==> config.mk <==
export PLATFORM = sky130hd
export DESIGN_NAME = leg_actuator_controller_unit
export DESIGN_NICKNAME = d
export VERILOG_FILES = /design/src/design/lac_pkg.sv /design/src/design/leg_actuator_controller_unit.sv /design/src/design/lac_apb_regs.sv /design/src/design/lac_serial_div.sv /design/src/design/lac_core.sv
export SDC_FILE = /design/constraint.sdc
export NUM_CORES = 1
export LEC_CHECK = 0
export BUFFER_PORTS_ARGS = -buffer_cell sky130_fd_sc_hd__buf_2
export CORE_MARGIN = 1
export CORE_UTILIZATION = 40
export CTS_BUF_LIST = sky130_fd_sc_hd__clkbuf_4 sky130_fd_sc_hd__clkbuf_8
export DETAILED_ROUTE_END_ITERATION = 6
export MAX_ROUTING_LAYER = met4
export PLACE_DENSITY = 0.55
export SETUP_SLACK_MARGIN = 0.02
export SLEW_MARGIN = 40
export SYNTH_ARGS = -nofsm -noshare
export SYNTH_HDL_FRONTEND = slang
export SYNTH_HIERARCHICAL = 1
export SYNTH_SLANG_ARGS = --single-unit
==> constraint.sdc <==
create_clock -name clk -period 7.7 [get_ports clk]
set_input_delay 1.155 -clock clk [delete_from_list [all_inputs] [get_ports clk]]
set_output_delay 1.155 -clock clk [all_outputs]
set_load 0.01 [all_outputs]
==> src/design/lac_pkg.sv <==
// lac_pkg: shared types, register map and codes of the leg actuator controller
// no dependencies
`default_nettype none

package lac_pkg;

	localparam int PositionWidthDef = 16;
	localparam int DivSteps = 24;
	localparam int AddrWidth = 5;
	localparam int DataWidth = 32;

	localparam logic [2:0] REG_SET_VOLTAGE = 3'd0;
	localparam logic [2:0] REG_DEFAULT_DUTY = 3'd1;
	localparam logic [2:0] REG_COAST_TICKS = 3'd2;
	localparam logic [2:0] REG_MIN_SPEED_DUTY = 3'd3;
	localparam logic [2:0] REG_MAX_POSITION = 3'd4;

	localparam logic [1:0] KIND_CMD = 2'd0;
	localparam logic [1:0] KIND_TICK = 2'd1;
	localparam logic [1:0] KIND_ENABLE = 2'd2;

	localparam logic [1:0] REQ_DOWN = 2'd0;
	localparam logic [1:0] REQ_UP = 2'd1;
	localparam logic [1:0] REQ_IDLE = 2'd2;

	localparam logic [1:0] MODE_RUN = 2'd0;
	localparam logic [1:0] MODE_COAST = 2'd1;
	localparam logic [1:0] MODE_BRAKE = 2'd2;

	localparam logic [1:0] STATUS_RUN = 2'd0;
	localparam logic [1:0] STATUS_BOTTOM = 2'd1;
	localparam logic [1:0] STATUS_TOP = 2'd2;
	localparam logic [1:0] STATUS_IDLE = 2'd3;

	localparam logic [1:0] END_NONE = 2'd0;
	localparam logic [1:0] END_BOTTOM = 2'd1;
	localparam logic [1:0] END_TOP = 2'd2;

	localparam logic [6:0] SupplyLowDiv = 7'd100;

	typedef struct packed {
		logic [23:0] set_voltage;
		logic [15:0] default_duty;
		logic [15:0] coast_ticks;
		logic [15:0] min_speed_duty;
		logic [15:0] max_position;
	} cfg_t;

	typedef struct packed {
		logic [1:0]  kind;
		logic [1:0]  request;
		logic        down_switch;
		logic        up_switch;
		logic        fault_pin;
		logic [11:0] supply_sample;
	} item_t;

	typedef struct packed {
		logic [1:0]  status_code;
		logic [15:0] duty;
		logic        phase_down;
		logic        decay_high;
		logic        enable_line;
		logic        reset_pulse;
		logic [15:0] position;
		logic        motor_power;
		logic        enabled_now;
	} result_t;

	typedef struct packed {
		logic [23:0] quotient;
		logic [11:0] remainder;
	} div_res_t;

endpackage

`default_nettype wire

==> src/design/leg_actuator_controller_unit.sv <==
// leg_actuator_controller_unit: top level, item sequencing and output register
// down and up commands pass through the 24-step bit-serial divider before the result
// is registered; all other items go straight to the result register
// throughput: one item at a time, next item taken the cycle after the result is registered
// reset: configuration and control registers cleared, motor mode braking, no end latched, output empty
// depends on lac_pkg, lac_apb_regs, lac_serial_div, lac_core
`default_nettype none

module leg_actuator_controller_unit #(
	parameter int POSITION_WIDTH = lac_pkg::PositionWidthDef
) (
	input  wire                            clk,
	input  wire                            arst_n,
	input  wire                            psel,
	input  wire                            penable,
	input  wire                            pwrite,
	input  wire  [lac_pkg::AddrWidth-1:0]  paddr,
	input  wire  [lac_pkg::DataWidth-1:0]  pwdata,
	output logic [lac_pkg::DataWidth-1:0]  prdata,
	output logic                           pready,
	input  wire                            in_valid,
	output logic                           in_stall,
	input  wire  [1:0]                     kind,
	input  wire  [1:0]                     request,
	input  wire                            down_switch,
	input  wire                            up_switch,
	input  wire                            fault_pin,
	input  wire  [11:0]                    supply_sample,
	output logic                           out_valid,
	input  wire                            out_stall,
	output logic [1:0]                     status_code,
	output logic [15:0]                    duty,
	output logic                           phase_down,
	output logic                           decay_high,
	output logic                           enable_line,
	output logic                           reset_pulse,
	output logic [15:0]                    position,
	output logic                           motor_power,
	output logic                           enabled_now
);
	import lac_pkg::*;

	localparam logic [1:0] ST_IDLE = 2'd0;
	localparam logic [1:0] ST_DIV = 2'd1;
	localparam logic [1:0] ST_DONE = 2'd2;

	logic [1:0] state_q;
	item_t      item_q, item_in;
	cfg_t       cfg;
	div_res_t   div_res;
	result_t    core_res, res_q;
	logic       div_busy, div_start, accept, commit, needs_div, out_valid_q;

	assign item_in = '{kind: kind, request: request, down_switch: down_switch,
		up_switch: up_switch, fault_pin: fault_pin, supply_sample: supply_sample};
	assign in_stall = state_q != ST_IDLE;
	assign accept = in_valid && !in_stall;
	assign needs_div = (kind == KIND_CMD) && (request == REQ_DOWN || request == REQ_UP);
	assign div_start = accept && needs_div;
	assign commit = (state_q == ST_DONE) && (!out_valid_q || !out_stall);

	lac_apb_regs u_regs (
		.clk(clk), .arst_n(arst_n), .psel(psel), .penable(penable), .pwrite(pwrite),
		.paddr(paddr), .pwdata(pwdata), .prdata(prdata), .pready(pready), .cfg(cfg)
	);

	lac_serial_div u_div (
		.clk(clk), .arst_n(arst_n), .start(div_start), .dividend(cfg.set_voltage),
		.divisor(supply_sample), .busy(div_busy), .res(div_res)
	);

	lac_core #(.POSITION_WIDTH(POSITION_WIDTH)) u_core (
		.clk(clk), .arst_n(arst_n), .commit(commit), .item(item_q),
		.div_res(div_res), .cfg(cfg), .res(core_res)
	);

	always_ff @(posedge clk or negedge arst_n) begin
		if (!arst_n) begin
			state_q <= ST_IDLE;
		end else begin
			case (state_q)
				ST_IDLE: if (accept) begin
					state_q <= needs_div ? ST_DIV : ST_DONE;
				end
				ST_DIV: if (!div_busy) begin
					state_q <= ST_DONE;
				end
				ST_DONE: if (commit) begin
					state_q <= ST_IDLE;
				end
				default: state_q <= ST_IDLE;
			endcase
		end
	end

	always_ff @(posedge clk) begin
		if (accept) begin
			item_q <= item_in;
		end
		if (commit) begin
			res_q <= core_res;
		end
	end

	always_ff @(posedge clk or negedge arst_n) begin
		if (!arst_n) begin
			out_valid_q <= 1'b0;
		end else if (commit) begin
			out_valid_q <= 1'b1;
		end else if (!out_stall) begin
			out_valid_q <= 1'b0;
		end
	end

	assign out_valid = out_valid_q;
	assign status_code = res_q.status_code;
	assign duty = res_q.duty;
	assign phase_down = res_q.phase_down;
	assign decay_high = res_q.decay_high;
	assign enable_line = res_q.enable_line;
	assign reset_pulse = res_q.reset_pulse;
	assign position = res_q.position;
	assign motor_power = res_q.motor_power;
	assign enabled_now = res_q.enabled_now;

endmodule

`default_nettype wire

==> src/design/lac_apb_regs.sv <==
// lac_apb_regs: configuration registers behind an apb-style port
// depends on lac_pkg
`default_nettype none

module lac_apb_regs (
	input  wire                               clk,
	input  wire                               arst_n,
	input  wire                               psel,
	input  wire                               penable,
	input  wire                               pwrite,
	input  wire  [lac_pkg::AddrWidth-1:0]     paddr,
	input  wire  [lac_pkg::DataWidth-1:0]     pwdata,
	output logic [lac_pkg::DataWidth-1:0]     prdata,
	output logic                              pready,
	output lac_pkg::cfg_t                     cfg
);
	import lac_pkg::*;

	cfg_t        cfg_q;
	logic [2:0]  idx;
	logic        wr_en;

	assign pready = 1'b1;
	assign idx = paddr[AddrWidth-1:2];
	assign wr_en = psel && penable && pwrite && pready;
	assign cfg = cfg_q;

	always_ff @(posedge clk or negedge arst_n) begin
		if (!arst_n) begin
			cfg_q <= '0;
		end else if (wr_en) begin
			case (idx)
				REG_SET_VOLTAGE: cfg_q.set_voltage <= pwdata[23:0];
				REG_DEFAULT_DUTY: cfg_q.default_duty <= pwdata[15:0];
				REG_COAST_TICKS: cfg_q.coast_ticks <= pwdata[15:0];
				REG_MIN_SPEED_DUTY: cfg_q.min_speed_duty <= pwdata[15:0];
				REG_MAX_POSITION: cfg_q.max_position <= pwdata[15:0];
				default: ;
			endcase
		end
	end

	always_comb begin
		case (idx)
			REG_SET_VOLTAGE: prdata = {8'd0, cfg_q.set_voltage};
			REG_DEFAULT_DUTY: prdata = {16'd0, cfg_q.default_duty};
			REG_COAST_TICKS: prdata = {16'd0, cfg_q.coast_ticks};
			REG_MIN_SPEED_DUTY: prdata = {16'd0, cfg_q.min_speed_duty};
			REG_MAX_POSITION: prdata = {16'd0, cfg_q.max_position};
			default: prdata = '0;
		endcase
	end

endmodule

`default_nettype wire

==> src/design/lac_serial_div.sv <==
// lac_serial_div: bit-serial restoring divider, one quotient bit per cycle
// depends on lac_pkg
`default_nettype none

module lac_serial_div (
	input  wire               clk,
	input  wire               arst_n,
	input  wire               start,
	input  wire  [23:0]       dividend,
	input  wire  [11:0]       divisor,
	output logic              busy,
	output lac_pkg::div_res_t res
);
	import lac_pkg::*;

	localparam int CntWidth = $clog2(DivSteps + 1);

	logic [23:0]         dvd_q;
	logic [11:0]         dsr_q;
	logic [12:0]         rem_q;
	logic [CntWidth-1:0] cnt_q;
	logic                busy_q;
	logic [12:0]         shifted;
	logic                ge;

	assign shifted = {rem_q[11:0], dvd_q[23]};
	assign ge = shifted >= {1'b0, dsr_q};
	assign busy = busy_q;
	assign res.quotient = dvd_q;
	assign res.remainder = rem_q[11:0];

	always_ff @(posedge clk or negedge arst_n) begin
		if (!arst_n) begin
			busy_q <= 1'b0;
			cnt_q <= '0;
		end else if (start) begin
			busy_q <= 1'b1;
			cnt_q <= CntWidth'(DivSteps);
		end else if (busy_q) begin
			cnt_q <= cnt_q - 1'b1;
			if (cnt_q == CntWidth'(1)) begin
				busy_q <= 1'b0;
			end
		end
	end

	// shift register walks the dividend out and the quotient in
	always_ff @(posedge clk) begin
		if (start) begin
			dvd_q <= dividend;
			dsr_q <= divisor;
			rem_q <= '0;
		end else if (busy_q) begin
			dvd_q <= {dvd_q[22:0], ge};
			rem_q <= ge ? (shifted - {1'b0, dsr_q}) : shifted;
		end
	end

endmodule

`default_nettype wire

==> src/design/lac_core.sv <==
// lac_core: actuator state, stop and drive rules, tick and enable handling
// depends on lac_pkg; quotient and remainder come from lac_serial_div
`default_nettype none

module lac_core #(
	parameter int POSITION_WIDTH = lac_pkg::PositionWidthDef
) (
	input  wire                clk,
	input  wire                arst_n,
	input  wire                commit,
	input  lac_pkg::item_t     item,
	input  lac_pkg::div_res_t  div_res,
	input  lac_pkg::cfg_t      cfg,
	output lac_pkg::result_t   res
);
	import lac_pkg::*;

	logic [POSITION_WIDTH-1:0] pos_q, pos_n, maxp;
	logic [1:0]                latch_q, latch_n;
	logic [1:0]                mode_q, mode_n;
	logic [15:0]               cc_q, cc_n;
	logic [15:0]               duty_q, duty_n;
	logic                      phase_q, phase_n;
	logic                      decay_q, decay_n;
	logic                      en_q, en_n;
	logic                      pwr_q, pwr_n;
	logic [1:0]                status;
	logic                      pulse, en_now, drive, stop;
	logic [POSITION_WIDTH+15:0] maxp_ext, pos_ext;
	logic [19:0]               low_thr;
	logic                      supply_low;
	logic                      round_up;
	logic [24:0]               q_round;
	logic [15:0]               comp_duty;

	assign maxp_ext = {{POSITION_WIDTH{1'b0}}, cfg.max_position};
	assign maxp = maxp_ext[POSITION_WIDTH-1:0];
	assign pos_ext = {16'd0, pos_n};

	// supply below set_voltage/100 means set_voltage >= 100 * (supply + 1)
	assign low_thr = 20'(item.supply_sample) * 20'(SupplyLowDiv) + 20'(SupplyLowDiv);
	assign supply_low = (item.supply_sample == 12'd0) || (cfg.set_voltage >= {4'd0, low_thr});
	assign round_up = div_res.remainder > {1'b0, item.supply_sample[11:1]};
	assign q_round = {1'b0, div_res.quotient} + {24'd0, round_up};
	assign comp_duty = supply_low ? cfg.default_duty :
		((|q_round[24:16]) ? 16'hFFFF : q_round[15:0]);

	always_comb begin
		pos_n = pos_q;
		latch_n = latch_q;
		mode_n = mode_q;
		cc_n = cc_q;
		duty_n = duty_q;
		phase_n = phase_q;
		decay_n = decay_q;
		en_n = en_q;
		pwr_n = pwr_q;
		status = STATUS_RUN;
		pulse = 1'b0;
		en_now = 1'b0;
		drive = 1'b0;
		stop = 1'b0;
		case (item.kind)
			KIND_CMD: begin
				case (item.request)
					REQ_DOWN: begin
						if (item.down_switch || latch_q == END_BOTTOM) begin
							latch_n = END_BOTTOM;
							status = STATUS_BOTTOM;
							pos_n = '0;
							stop = 1'b1;
						end else begin
							latch_n = END_NONE;
							phase_n = 1'b1;
							decay_n = 1'b0;
							drive = 1'b1;
						end
					end
					REQ_UP: begin
						if (item.up_switch || latch_q == END_TOP) begin
							latch_n = END_TOP;
							status = STATUS_TOP;
							pos_n = maxp;
							stop = 1'b1;
						end else begin
							latch_n = END_NONE;
							phase_n = 1'b0;
							decay_n = 1'b0;
							drive = 1'b1;
						end
					end
					REQ_IDLE: begin
						status = STATUS_IDLE;
						stop = 1'b1;
					end
					default: ;
				endcase
				if (stop) begin
					en_n = 1'b0;
					if (mode_q == MODE_RUN) begin
						decay_n = 1'b1;
						mode_n = MODE_COAST;
						cc_n = '0;
					end
					if (!(mode_n == MODE_COAST && cc_n < cfg.coast_ticks)) begin
						decay_n = 1'b0;
						mode_n = MODE_BRAKE;
					end
					duty_n = '0;
					pwr_n = 1'b0;
				end else if (drive) begin
					duty_n = comp_duty;
					pulse = !item.fault_pin;
					pwr_n = 1'b1;
				end
			end
			KIND_TICK: begin
				if (cc_q != 16'hFFFF) begin
					cc_n = cc_q + 16'd1;
				end
				if (duty_q > cfg.min_speed_duty) begin
					if (phase_q) begin
						if (pos_q != '0) begin
							pos_n = pos_q - 1'b1;
						end
					end else if (pos_q < maxp) begin
						pos_n = pos_q + 1'b1;
					end
				end
			end
			KIND_ENABLE: begin
				if (en_q) begin
					pulse = !item.fault_pin;
				end else begin
					en_n = 1'b1;
					mode_n = MODE_RUN;
					en_now = 1'b1;
				end
			end
			default: ;
		endcase
	end

	always_ff @(posedge clk or negedge arst_n) begin
		if (!arst_n) begin
			pos_q <= '0;
			latch_q <= END_NONE;
			mode_q <= MODE_BRAKE;
			cc_q <= '0;
			duty_q <= '0;
			phase_q <= 1'b0;
			decay_q <= 1'b0;
			en_q <= 1'b0;
			pwr_q <= 1'b0;
		end else if (commit) begin
			pos_q <= pos_n;
			latch_q <= latch_n;
			mode_q <= mode_n;
			cc_q <= cc_n;
			duty_q <= duty_n;
			phase_q <= phase_n;
			decay_q <= decay_n;
			en_q <= en_n;
			pwr_q <= pwr_n;
		end
	end

	always_comb begin
		res.status_code = status;
		res.duty = duty_n;
		res.phase_down = phase_n;
		res.decay_high = decay_n;
		res.enable_line = en_n;
		res.reset_pulse = pulse;
		res.position = pos_ext[15:0];
		res.motor_power = pwr_n;
		res.enabled_now = en_now;
	end

endmodule

`default_nettype wire

# Word-level counts from Yosys, hierarchy flattened

Cells that the tools add are included.

Bits in registers: 260
Output and inout bits: 75
Logic and storage cells: 188

Add/sub/neg operators: 7
Multipliers: 1
Magnitude comparators: 6
Equality and inequality tests: 23
Mux-type cells: 75
Reductions and logical operators: 40

Operators with widths:

| operator                | count |
|---|---|
| $mux W16                | 16 |
| $pmux W24 S5            | 1 |
| $pmux W16 S2            | 3 |
| $mux W24                | 2 |
| $add A16 B1 Y16 const B | 2 |
| $lt A16 B16 Y1          | 2 |
| $mux W1                 | 29 |
| $add A24 B1 Y25         | 1 |
| $ge A24 B20 Y1          | 1 |
| $mux W2                 | 11 |
| $add A19 B7 Y20 const B | 1 |
| $mul A12 B5 Y17 const B | 1 |
| $gt A16 B16 Y1          | 1 |
| $ne A16 B16 Y1 const B  | 1 |
| $reduce_bool A16 Y1     | 1 |
| $sub A16 B1 Y16 const B | 1 |
| $ge A13 B12 Y1          | 1 |
| $eq A2 B1 Y1 const B    | 6 |
| $gt A12 B11 Y1          | 1 |
| $logic_not A12 Y1       | 1 |
| $logic_not A2 Y1        | 6 |
| $mux W12                | 1 |
| $pmux W2 S3             | 2 |
| $sub A12 B12 Y12        | 1 |
| 21 further kinds        | 59 |

# Logic depth before layout (Yosys ltp)

Gate-level depths: netlist of run 1.

Word-level depth: 12
Mapped depth: 23
Depth with buffers taken out: 22

# Hierarchy

The synthesis of run 1 kept the hierarchy.

By module, submodules not included:

| module                       | times used | cells an instance | area each (sq um) | sequential area each (sq um) |
|---|---|---|---|---|
| lac_core                     | 1          | 1023              | 7996.4            | 1402.6 |
| lac_apb_regs                 | 1          | 292               | 4166.5            | 2202.1 |
| lac_serial_div               | 1          | 241               | 2905.3            | 1471.4 |
| leg_actuator_controller_unit | 1          | 77                | 1934.4            | 1846.8 |

# Worst setup path after synthesis of run 1

Ideal clock, no wire load.

Kind: flip-flop to flip-flop
Start point: reg item_q[6] (netlist bit)
End point: reg res_q (netlist bit duty[6]), data pin
Library setup time: 0.257 ns
Arrival: 5.793 ns
Required time: 7.443 ns
Setup slack: 1.650 ns
Cell stages (with the launch flop): 23
Path buffers: 1
Path through: edfxtp_1 > inv_1 > ha_1 > ha_1 > inv_1 > fa_1 > inv_1 > ha_1 > or3_1 > or3_1 > o211ai_1 > or4b_1 > o211ai_1 > nor4b_1 > xnor2_1 > ha_1 > a21o_1 > a2111oi_1 > inv_1 > nor4b_4 > buf_6 > nand2_1 > a32o_1

RTL lines:

| what                   | RTL line                            | RTL |
|---|---|---|
| start, declared        | leg_actuator_controller_unit.sv:48  | `item_t item_q, item_in;` |
| start signal, assigned | leg_actuator_controller_unit.sv:98  | `item_q <= item_in;` |
| end signal, assigned   | leg_actuator_controller_unit.sv:101 | `res_q <= core_res;` |
| end, declared          | leg_actuator_controller_unit.sv:51  | `result_t core_res, res_q;` |

==> implementation parameters, run 1 <==
Parameter                              Value

Outcome
  Outcome ... finished, final reports clean

Power
  Net switching power ... 2.80 mW
  Leak Pwr ... ~8.3 nW
  Proportion of power drawn by the clock network ... 0.218
  Combinational group share of total power ... 0.437
  Switching fraction of total power ... 0.408
  Power share of the sequential group ... 0.345
  Internal power summed over all cells ... 4.07 mW
  Areal power density over the cells ... 358 mW/mm2
  IR drop worst, VDD ... 0.217 mV

Yosys
  Count of yosys warnings during synthesis ... 6
  Synth top area cells ... dfrtp_1 22%, edfxtp_1 17%, ha_1 10%, mux2_2 5.9%, inv_1 2.6%
  Post-synth top flop ... dfrtp_1
  Post-synth EDFFs ... 95
  Post-synthesis register bit count ... 260
  Cell taking the most area after synthesis ... dfrtp_1
  Async SR Flop Fraction ... 0.588
  Leading post-synthesis cells by instance count ... 152 x dfrtp_1, 140 x ha_1, 119 x inv_1
  Syn avg cell area ... around 10 um2
  Distinct cell type count of the synthesized netlist ... 100
  Fraction of the yosys area taken by sequential cells ... 0.407
  Synthesized instance count ... 1,633
  Top cell type's share of synthesized area ... 0.224
  Most common cell in the netlist ... dfrtp_1
  Netlist area before placement ... 0.0170 mm2

Timing
  Unrepaired setup endpoints after global routing ... no
  Setup TNS after final layout ... 0 ps
  Final number of hold-violating endpoints ... 0
  Clock skew ... 52.0 ps
  Worst relative slew slack ... 0.447
  Slew at the pin with the worst max-slew slack ... 821 ps
  Final min period ... about 6700 ps
  Achievable clock frequency ... 149 MHz
  Fraction of the cycle the final worst path needs ... 0.870
  Final setup violating endpoints ... 0
  Fin. max-slew vios ... 0

Finish
  Post-route insts no fill ... 2,330
  Count of fill cells added during filler insertion ... 3,931
  Layout cells sized above 1 ... 0.212
  Synthesis-to-layout area growth ... 12.7%
  Post-layout nets ... 1,961
  Area used by sequential logic in the layout ... 0.00692 mm2
  Core utilization of the finished layout ... 0.457
  Area taken by multi-input logic gates ... 0.00924 mm2

GRT
  Global route overflow ... 0
  Overall Global Routing Usage ... 0.229
  Global-route wire length before repair ... 74,600 um
  Vias in the first global route ... 12.7k
  Number of antenna violations at the first check in global routing ... 2
  Largest net degree at the start of global routing ... 64

Critical path
  Capturing point of the worst reg2reg path ... duty[3]
  Critical Path Source Type ... flop
  Worst R2R Start ... item_q[6]
  Register-to-Register Setup Slack ... 1000 ps
  Register-to-Register Path Depth ... 22
  Data arrival time of the critical path ... 7110 ps
  Crit-path max FO ... 11
  Crit end category ... flop
  WP data required ... 8110 ps
  Critical path class ... reg -> reg

Clock network
  Clock-pin slew reported for the worst setup and hold paths after clock tree synthesis ... 60 ps
  Number of buffers between clock root and the deepest sink ... 3
  Number of buffers inserted for hold repair after clock tree synthesis ... 0
  Inserted Clock Buffers ... 49
  TritonCTS clock tree ... built
  H-Tree Depth ... 2
  Post-CTS setup repair buffer count ... 0
  Root Buffer ... clkbuf_8
  Post-CTS sizing ... 0
  Clock insertion delay at the later pin of the skew report ... approximately 670 ps
  Number of sinks driven by the clock tree ... 260

Place
  IO buf count ... 118
  Sum of net half-perimeters after detailed placement ... around 36,000 um
  # placed instances ... approximately 2.2k
  Final weighted congestion in routability-driven placement ... around 0.94

Floorplan
  Placement Rows ... 75
  Core box area ... 0.0419 mm2
  Die footprint ... 0.0433 mm2
  Chip Width ... 208 um
  Initial core utilization ... 0.405
  Ports ... 138
  Vertical die dimension ... 208 um

Routing
  Vias per Instance ... ~5.7
  Drt wl/cell ... 20.7 um
  1st-pass router iterations ... 5
  Iter 0 DRT Violations ... about 900
  Via count ... approximately 13k
  Number of remaining DRC errors ... 0
  WL final ... between 40,000 and 50,000 um
  Routed Antenna Nets ... 0

Job
  Number of violations of the max-capacitance limit ... 0

Worst hold path
  Worst Hold Class ... in -> async
==> layout by cell type, fill, tap and decap left out, types with 17 or more instances in the layout <==
master / Yosys / final
mux2_4: 21 / 21
nand4_1: 23 / 23
a21o_1: 17 / 17
clkbuf_4: 0 / 24
nor2b_1: 28 / 28
o21ai_0: 79 / 78
nand3_1: 44 / 44
dfrtp_1: 152 / 152
nor2_1: 84 / 81
a22oi_1: 18 / 18
ha_1: 140 / 140
inv_1: 119 / 118
mux2_2: 89 / 89
a32o_1: 32 / 32
a32oi_1: 18 / 18
xor2_1: 24 / 24
buf_2: 4 / 117
o211ai_1: 25 / 25
edfxtp_1: 95 / 95
a21oi_1: 50 / 48
xnor2_1: 28 / 28
clkbuf_8: 0 / 58
mux2_1: 23 / 23
nand2b_1: 28 / 28
nor3_1: 35 / 35
nand2_1: 107 / 107
==> routing by layer <==
layer,track usage,part of all wire,wire (um),vias to the layer above
met4,0.0787,0.025,1220,0
met1,0.324,0.49,23400,6511
met2,0.335,0.44,21100,340
met5,-,0,0,-
li1,-,-,-,6310
met3,0.0314,0.049,2330,77
==> worst max-delay path, stage by stage, from the launching register on <==
cell       delay (ps)
edfxtp_1          450
inv_1             100
ha_1              300
ha_1              280
inv_1              50
fa_1              490
inv_1              40
ha_1              210
or3_1             390
or3_1             320
o211ai_1          280
or4b_1            460
o211ai_1          160
nor4b_1           330
xnor2_1           170
ha_1              270
a21o_1            170
a2111oi_1         440
buf_4             220
inv_1              70
nor4b_4           590
o21ai_0           370
a32o_1            330
==> flip-flops by register name, summed over array words and instances (netlist names), 16 cells and up <==
name,flops
u_core/pos_q,16
u_div/dvd_q,24
item_q,19
duty,16
u_core/cc_q,16
u_regs/cfg,88
position,16
u_core/duty_q,16
==> cell type report <==
class | instances | share of cell area
Clock buffer | 82 | 0.0510
Antenna cell | 2 | 0.000261
Clock inverter | 8 | 0.00522
Multi-Input combinational cell | 1179 | 0.482
Sequential cell | 260 | 0.361
Timing Repair Buffer | 138 | 0.0413
Inverter | 122 | 0.0239
Tap cell | 539 | 0.0352
==> cell families (layout without fill, tap and decap cells) <==
logic type | after synthesis | count (layout) | share of synthesized area
flip-flops | 260 | 260 | 0.407
adder cells (fa/ha/maj) | 148 | 148 | 0.112
other | 2 | 11 | 0.000442
buffers and inverters | 201 | 350 | 0.0534
XOR/XNOR | 52 | 52 | 0.0268
multiplexers | 144 | 144 | 0.0992
AO/OA/AOI/OAI | 372 | 372 | 0.157
AND/OR/NAND/NOR | 454 | 454 | 0.143
==> per-stage QoR <==
step                power, mW  hold WS (ps)  worst slack [ps]  instance area (um2)
CTS                      6.91           361               925                19100
detailed placement       5.37           486               923                18100
global route             7.40           401               474                19200
finish                   6.87           399               999                19200
floorplan                4.50           452              1650                17000
global placement         5.29           483               941                18000
==> worst max path at each step <==
stage	startpoint	endpoint
finish	item_q[6]	duty[3]
global route	item_q[6]	duty[3]
CTS	item_q[7]	duty[3]
detailed placement	item_q[4]	duty[3]
global placement	item_q[6]	duty[3]
floorplan	item_q[6]	duty[6]
==> power by group through the flow <==
stage | clock (mW) | combinational [mW] | sequential (mW)
after floorplan | 0 | 2.28 | 2.22
after global placement | 0 | 2.91 | 2.38
after detailed placement | 0 | 2.98 | 2.39
after CTS | 1.54 | 3.00 | 2.37
after global routing | 1.59 | 3.37 | 2.43
final | 1.50 | 3.00 | 2.37
No activity file was read; power rests on OpenSTA's default activity.
==> inputs of run 2 (changes only) <==
--- a/config.mk
+++ b/config.mk
@@ -11,9 +11,8 @@
 export CTS_BUF_LIST = sky130_fd_sc_hd__clkbuf_4 sky130_fd_sc_hd__clkbuf_8
 export DETAILED_ROUTE_END_ITERATION = 6
 export MAX_ROUTING_LAYER = met4
-export PLACE_DENSITY = 0.55
+export PLACE_DENSITY = 0.57
 export SETUP_SLACK_MARGIN = 0.02
-export SLEW_MARGIN = 40
 export SYNTH_ARGS = -nofsm -noshare
 export SYNTH_HDL_FRONTEND = slang
 export SYNTH_HIERARCHICAL = 1
==> constraint.sdc (replaced) <==
create_clock -name clk -period 5.77 [get_ports clk]
set_input_delay 0.8655 -clock clk [delete_from_list [all_inputs] [get_ports clk]]
set_output_delay 0.8655 -clock clk [all_outputs]
set_load 0.01 [all_outputs]
==> run 2 against run 1 <==
  * The run now ends with negative setup slack left
  * Hold slack got worse by 44 ps
  * Largest power group unchanged
  * Clock skew fell by 6.8 ps
  * Highest routed layer unchanged
  * Sequential power rose by 35%
  * Clock-buffer cell count fell by 3
  * Die area did not move
  * Via count rose by 2.3%
  * Cell count rose by 2.8%
  * Core utilization rose by 1.5 points
  * Non-clock buffer count rose by 64
  * Global-route usage fell by 0.16 points
  * Clock power rose by 35%
==> implementation parameters, run 2 (synthesis results as in run 1) <==
Parameter                              Value

Floorplan
  Ports ... 138 (unchanged)
  Core box area ... 0.0419 mm2 (unchanged)
  Die footprint ... 0.0433 mm2 (unchanged)
  Vertical die dimension ... 208 um (unchanged)
  Placement Rows ... 75 (unchanged)
  Initial core utilization ... 0.405 (unchanged)
  Chip Width ... 208 um (unchanged)

Timing
  Slack of the critical path ... -133 ps (-1130 ps)
  Slew at the pin with the worst max-slew slack ... 1250 ps (+434 ps)
  Unrepaired setup endpoints after global routing ... yes
  Clock skew ... 45.2 ps (-6.82 ps)
  Final number of hold-violating endpoints ... 0 (unchanged)
  Final setup violating endpoints ... 16 (+16)
  Fraction of the cycle the final worst path needs ... 1.02 (+0.153)
  Achievable clock frequency ... 169 MHz (+14%)
  Worst relative slew slack ... 0.161 (-0.286)
  Fin. max-slew vios ... 0 (unchanged)
  Final min period ... 5900 ps (-798 ps)

Finish
  Commonest cells after routing, fill and taps aside ... 152 x dfrtp_1, 137 x ha_1, 117 x buf_2
  Number of flip-flops under the largest register name ... 88 (unchanged)
  Core utilization of the finished layout ... 0.472 (+0.0152)
  Leading cell type in the layout, fill and taps excluded ... dfrtp_1
  Post-layout nets ... 2,025 (+3.3%)
  Count of fill cells added during filler insertion ... 3,909 (-0.56%)
  Layout cells sized above 1 ... 0.250 (+0.0377)
  Area taken by multi-input logic gates ... 0.00936 mm2 (+1.3%)
  Synthesis-to-layout area growth ... 16.5%
  Post-route insts no fill ... 2,395 (+2.8%)
  Area used by sequential logic in the layout ... 0.00692 mm2 (unchanged)

Routing
  1st-pass router iterations ... 5 (unchanged)
  Vias per Instance ... 5.65 (-0.49%)
  Drt wl/cell ... 20.0 um (-3.0%)
  Routed Antenna Nets ... 0 (unchanged)
  WL final ... 48,000 um (-0.34%)
  Iter 0 DRT Violations ... 952 (+7.3%)
  Via count ... 13.5k (+2.3%)
  Number of remaining DRC errors ... 0 (unchanged)

Critical path
  Register-to-Register Setup Slack ... -130 ps (-1130 ps)
  Worst path most repeated cell ... ha_1
  Critical path class ... reg -> reg
  Crit-path max FO ... 4 (-7)
  Largest stage delay on the critical path ... 500 ps (-90 ps)
  Cell-by-cell trace of the critical path ... inv_1 -> ha_1 -> ha_1 -> inv_1 -> fa_1 -> inv_1 -> ha_1 -> or3_4 -> or3_1 -> o211ai_1 -> or4b_1 -> o211ai_1 -> buf_4 -> xnor2_1 -> ha_1 -> a21o_1 -> a21o_1 -> a2111oi_4 -> inv_2 -> nor4b_4 -> buf_6 -> o21ai_1 -> a32o_1
  Critical path endpoint ... duty[3]
  Capturing point of the worst reg2reg path ... duty[3]
  Master of the slowest instance on the critical path ... fa_1
  Critical Path Source Type ... flop
  Crit path from ... item_q[5]
  Data arrival time of the critical path ... 6290 ps (-820 ps)
  Register-to-Register Path Depth ... 23 (+4.5%)
  Worst R2R Start ... item_q[5]
  Crit end category ... flop
  WP data required ... 6150 ps (-1960 ps)

Place
  Sum of net half-perimeters after detailed placement ... 35,300 um (-0.88%)
  # placed instances ... 2,282 (+2.0%)
  Final weighted congestion in routability-driven placement ... 0.953 (+1.4%)
  IO buf count ... 118 (unchanged)

Outcome
  Outcome ... finished, violations left
  Failing checks ... negative setup slack

Clock network
  Inserted Clock Buffers ... 49 (unchanged)
  H-Tree Depth ... 2 (unchanged)
  Clock-pin slew reported for the worst setup and hold paths after clock tree synthesis ... 60 ps (about the same)
  Root Buffer ... clkbuf_8
  Number of buffers inserted for hold repair after clock tree synthesis ... 0 (unchanged)
  Clock insertion delay at the later pin of the skew report ... 650 ps (-20 ps)
  TritonCTS clock tree ... built
  Number of buffers between clock root and the deepest sink ... 3 (unchanged)
  Number of sinks driven by the clock tree ... 260 (unchanged)

Power
  Leak Pwr ... 8.65 nW (+4.5%)
  IR drop worst, VDD ... 0.230 mV (+5.9%)
  Areal power density over the cells ... 484 mW/mm2 (+35%)

GRT
  Global-route wire length before repair ... 74,500 um (about the same)
  Number of antenna violations at the first check in global routing ... 1 (-1)
  Largest net degree at the start of global routing ... 104 (+63%)
  Vias in the first global route ... 13.0k (+2.2%)
  Global route overflow ... 0 (unchanged)
  Overall Global Routing Usage ... 0.228 (-0.00158)

Worst hold path
  Worst Hold Class ... in -> async

Job
  Number of violations of the max-capacitance limit ... 0 (unchanged)
==> run 2: cell type report <==
type | instances | share of cell area
flip-flops and latches | 260 | 0.350
clock buffers | 79 | 0.0489
diodes | 1 | 0.000126
repair buffers | 202 | 0.0650
clock inverters | 13 | 0.00676
well taps | 539 | 0.0341
multi-input cells | 1179 | 0.472
inverters | 122 | 0.0231
==> run 2: layer usage <==
| metal | global-route usage | part of all wire |
|---|---|---|
| met5 | - | 0 |
| met1 | 0.321 | 0.48 |
| met2 | 0.333 | 0.44 |
| met3 | 0.0374 | 0.055 |
| met4 | 0.0697 | 0.024 |
==> run 2: what timing repair did <==
action / CTS / global route
endpoints found under the hold margin: 0 / 0
setup buffers: 17 / 3
gates cloned: 1 / 0
resized for setup: 25 / 16
setup endpoints to repair: 32 / 32
pin swaps: 19 / 19
==> run 2: where the power goes <==
part	switching, mW	internal [mW]
logic	2.34	2.03
clock network	0.857	1.16
registers	0.661	2.54
total	3.86	5.73
==> run 2: worst min path at each step <==
stage,from,end,slack (ps)
after floorplan,u_core/cc_q[14],u_core/cc_q[14],450
after CTS,supply_sample[8],item_q[8],380
after detailed placement,u_core/cc_q[14],u_core/cc_q[14],490
final,arst_n,u_core/pos_q[2],350
after global routing,supply_sample[8],item_q[8],390
after global placement,u_core/cc_q[15],u_core/cc_q[15],480
==> run 2: critical path: cells and delay by family, from the launching register on <==
kind                     cells  cell delay [ps]
buffers and inverters        6              610
flip-flops                   1              430
adder cells (fa/ha/maj)      5             1520
AND/OR/NAND/NOR              4             1400
AO/OA/AOI/OAI                7             1640
XOR/XNOR                     1               60
==> run 2: per-stage QoR <==
step | setup slack, ps | instance area, um2 | power [mW] | setup TNS (ps) | hold WS (ps)
2_1_floorplan | 50.8 | 17100 | 6.02 | 0 | 452
3_3_place_gp | -285 | 18400 | 7.36 | -3850 | 483
3_5_place_dp | -338 | 18400 | 7.47 | -4980 | 487
4_1_cts | -182 | 19700 | 9.62 | -2420 | 375
5_1_grt | -426 | 19800 | 10.3 | -10310 | 386
6_report | -133 | 19800 | 9.59 | -1620 | 355
==> inputs of run 3 (changes only) <==
--- a/config.mk
+++ b/config.mk
@@ -9,10 +9,11 @@
 export CORE_MARGIN = 1
 export CORE_UTILIZATION = 40
 export CTS_BUF_LIST = sky130_fd_sc_hd__clkbuf_4 sky130_fd_sc_hd__clkbuf_8
+export CTS_CLUSTER_SIZE = 30
 export DETAILED_ROUTE_END_ITERATION = 6
-export MAX_ROUTING_LAYER = met4
 export PLACE_DENSITY = 0.57
 export SETUP_SLACK_MARGIN = 0.02
+export SKIP_CTS_REPAIR_TIMING = 1
 export SYNTH_ARGS = -nofsm -noshare
 export SYNTH_HDL_FRONTEND = slang
 export SYNTH_HIERARCHICAL = 1
==> run 3 against run 2 <==
  * The flow still finishes with violations (negative setup slack)
  * Clock power fell by 9%
  * Clock skew down 5.3 ps
  * Sequential cell count stayed put
  * Global-route usage fell by 0.98 points
  * Setup slack worse by 94 ps
  * Sequential power barely moved
  * Critical path type unchanged
  * Critical endpoint is now duty[6]
  * Largest power group unchanged
  * Highest routed layer unchanged
==> implementation parameters, run 3 (synthesis results as in run 1) <==
Parameter                              Value

Finish
  Layout cells sized above 1 ... 0.241 (-0.00926)
  Synthesis-to-layout area growth ... 15.2%
  Post-route insts no fill ... 2,375 (-0.84%)
  Commonest cells after routing, fill and taps aside ... 152 x dfrtp_1, 133 x ha_1, 117 x inv_1, 117 x buf_2, 99 x nand2_1
  Number of flip-flops under the largest register name ... 88 (unchanged)
  Leading cell type in the layout, fill and taps excluded ... dfrtp_1
  Post-layout nets ... 2,008 (-0.84%)
  Count of fill cells added during filler insertion ... 3,908 (-0.026%)

Place
  # placed instances ... 2,280 (-0.088%)
  Final weighted congestion in routability-driven placement ... 0.959 (+0.65%)
  IO buf count ... 118 (unchanged)
  Sum of net half-perimeters after detailed placement ... 35,200 um (-0.22%)
  Worst-case setup slack after placement ... -328 ps (+10.2 ps)

Critical path
  Critical Path Source Type ... flop
  Worst R2R Start ... item_q[6]
  WP data required ... 6140 ps (about the same)
  Crit-path max FO ... 4 (unchanged)
  Data arrival time of the critical path ... 6370 ps (+80 ps)
  Critical path class ... reg -> reg
  Crit path from ... item_q[6]
  Crit end category ... flop

Timing
  Fin. max-slew vios ... 0 (unchanged)
  Slew at the pin with the worst max-slew slack ... 1250 ps (-4.87 ps)
  Achievable clock frequency ... 167 MHz (-1.6%)
  Worst relative slew slack ... 0.164 (+0.00326)
  Slack of the critical path ... -228 ps (-94.3 ps)
  Clock skew ... 39.9 ps (-5.28 ps)
  Final min period ... 6000 ps (+94.3 ps)
  Unrepaired setup endpoints after global routing ... yes
  Fraction of the cycle the final worst path needs ... 1.04 (+0.0163)
  Final setup violating endpoints ... 32 (+16)
  Worst hold slack ... 359 ps (+3.86 ps)
  Final number of hold-violating endpoints ... 0 (unchanged)

Clock network
  Clock-pin slew reported for the worst setup and hold paths after clock tree synthesis ... 80 ps (+20 ps)
  Inserted Clock Buffers ... 48 (-2.0%)
  TritonCTS clock tree ... built
  Number of sinks driven by the clock tree ... 260 (unchanged)
  Root Buffer ... clkbuf_8
  Clock insertion delay at the later pin of the skew report ... 630 ps (-20 ps)
  Number of buffers between clock root and the deepest sink ... 3 (unchanged)
  H-Tree Depth ... 2 (unchanged)

Floorplan
  Die footprint ... 0.0433 mm2 (unchanged)
  Ports ... 138 (unchanged)
  Initial core utilization ... 0.405 (unchanged)
  Placement Rows ... 75 (unchanged)
  Vertical die dimension ... 208 um (unchanged)
  Chip Width ... 208 um (unchanged)
  Core box area ... 0.0419 mm2 (unchanged)

Power
  Areal power density over the cells ... 478 mW/mm2 (-1.3%)
  Leak Pwr ... 8.52 nW (-1.5%)
  IR drop worst, VDD ... 0.243 mV (+5.5%)

GRT
  Vias in the first global route ... 12.9k (-1.0%)
  Number of antenna violations at the first check in global routing ... 1 (unchanged)
  Global route overflow ... 0 (unchanged)
  Global-route wire length before repair ... 73,100 um (-1.9%)
  Overall Global Routing Usage ... 0.218 (-0.00983)
  Largest net degree at the start of global routing ... 101 (-2.9%)

Routing
  1st-pass router iterations ... 5 (unchanged)
  Iter 0 DRT Violations ... 1,033 (+8.5%)
  Vias per Instance ... 5.69 (+0.72%)
  Number of remaining DRC errors ... 0 (unchanged)
  Routed Antenna Nets ... 0 (unchanged)
  Drt wl/cell ... 20.0 um (about the same)
  Via count ... 13.5k (-0.12%)
  WL final ... 47,600 um (-0.80%)

Outcome
  Outcome ... finished, violations left
  Failing checks ... negative setup slack

Job
  Number of violations of the max-capacitance limit ... 0 (unchanged)

Worst hold path
  Worst Hold Class ... in -> async
[run 3: changes by cell type in the layout (fill, tap and decap cells not counted), moves of 2 or more]
| cell | previous run | this run |
|---|---|---|
| buf_4 | 77 | 61 |
| clkbuf_8 | 60 | 51 |
| clkbuf_4 | 19 | 24 |
| ha_1 | 137 | 133 |
| o21ai_2 | 5 | 1 |
| ha_4 | 0 | 3 |
| o21ai_1 | 7 | 10 |
| nand2_2 | 7 | 5 |
[run 3: final timing paths]
check,cells after the start,slack [ps],to
setup reg to reg,24,-230,duty[6]
max in group asynchronous,2,4050,u_regs/cfg[37]
hold reg to reg,1,500,u_core/cc_q[14]
min in group clk,1,440,item_q[12]
hold / removal,1,360,u_core/pos_q[2]
setup / recovery,24,-230,duty[6]
[run 3: critical path: stages (launching register included)]
cell       delay [ps]
edfxtp_1          420
buf_6             150
ha_4              230
ha_4              260
inv_2              30
fa_1              460
inv_1              40
ha_2              160
or3_4             390
or3_1             350
o211ai_1          290
or4b_1            460
o211ai_1          160
buf_4             170
xnor2_1           120
ha_1              270
a21o_1            180
a21o_1            180
a2111oi_4         420
inv_1             130
nor4b_4           230
buf_6             170
clkbuf_16         160
nand2_4            40
a32o_1            260
[run 3: layer usage]
| layer | share of wire | global-route usage |
|---|---|---|
| met5 | 0 | 0 |
| met4 | 0.029 | 0.0728 |
| met3 | 0.064 | 0.0423 |
| met2 | 0.44 | 0.330 |
| met1 | 0.47 | 0.310 |
[run 3: final cells by class]
cell class	count	area, um2	share of cell area
clock buffers	75	882	0.0450
diodes	1	2.50	0.000128
inverters	122	458	0.0234
well taps	539	674	0.0344
flip-flops and latches	260	6920	0.354
repair buffers	186	1160	0.0595
multi-input cells	1179	9370	0.478
clock inverters	13	109	0.00556
[run 3: metrics by stage]
step                setup TNS [ps]   util  power [mW]  area, um2
finish                       -3940  0.467        9.36      19600
global placement             -3800  0.438        7.35      18400
CTS                          -5670  0.462        9.34      19400
global route                -13590  0.467        10.1      19600
floorplan                        0      -        6.02      17100
detailed placement           -4370  0.438        7.45      18400
[run 3: power breakdown]
| group | switching (mW) | total [mW] | internal (mW) |
|---|---|---|---|
| Sequential | 0.660 | 3.20 | 2.54 |
| Combinational | 2.33 | 4.33 | 2.00 |
| Clock | 0.813 | 1.84 | 1.02 |
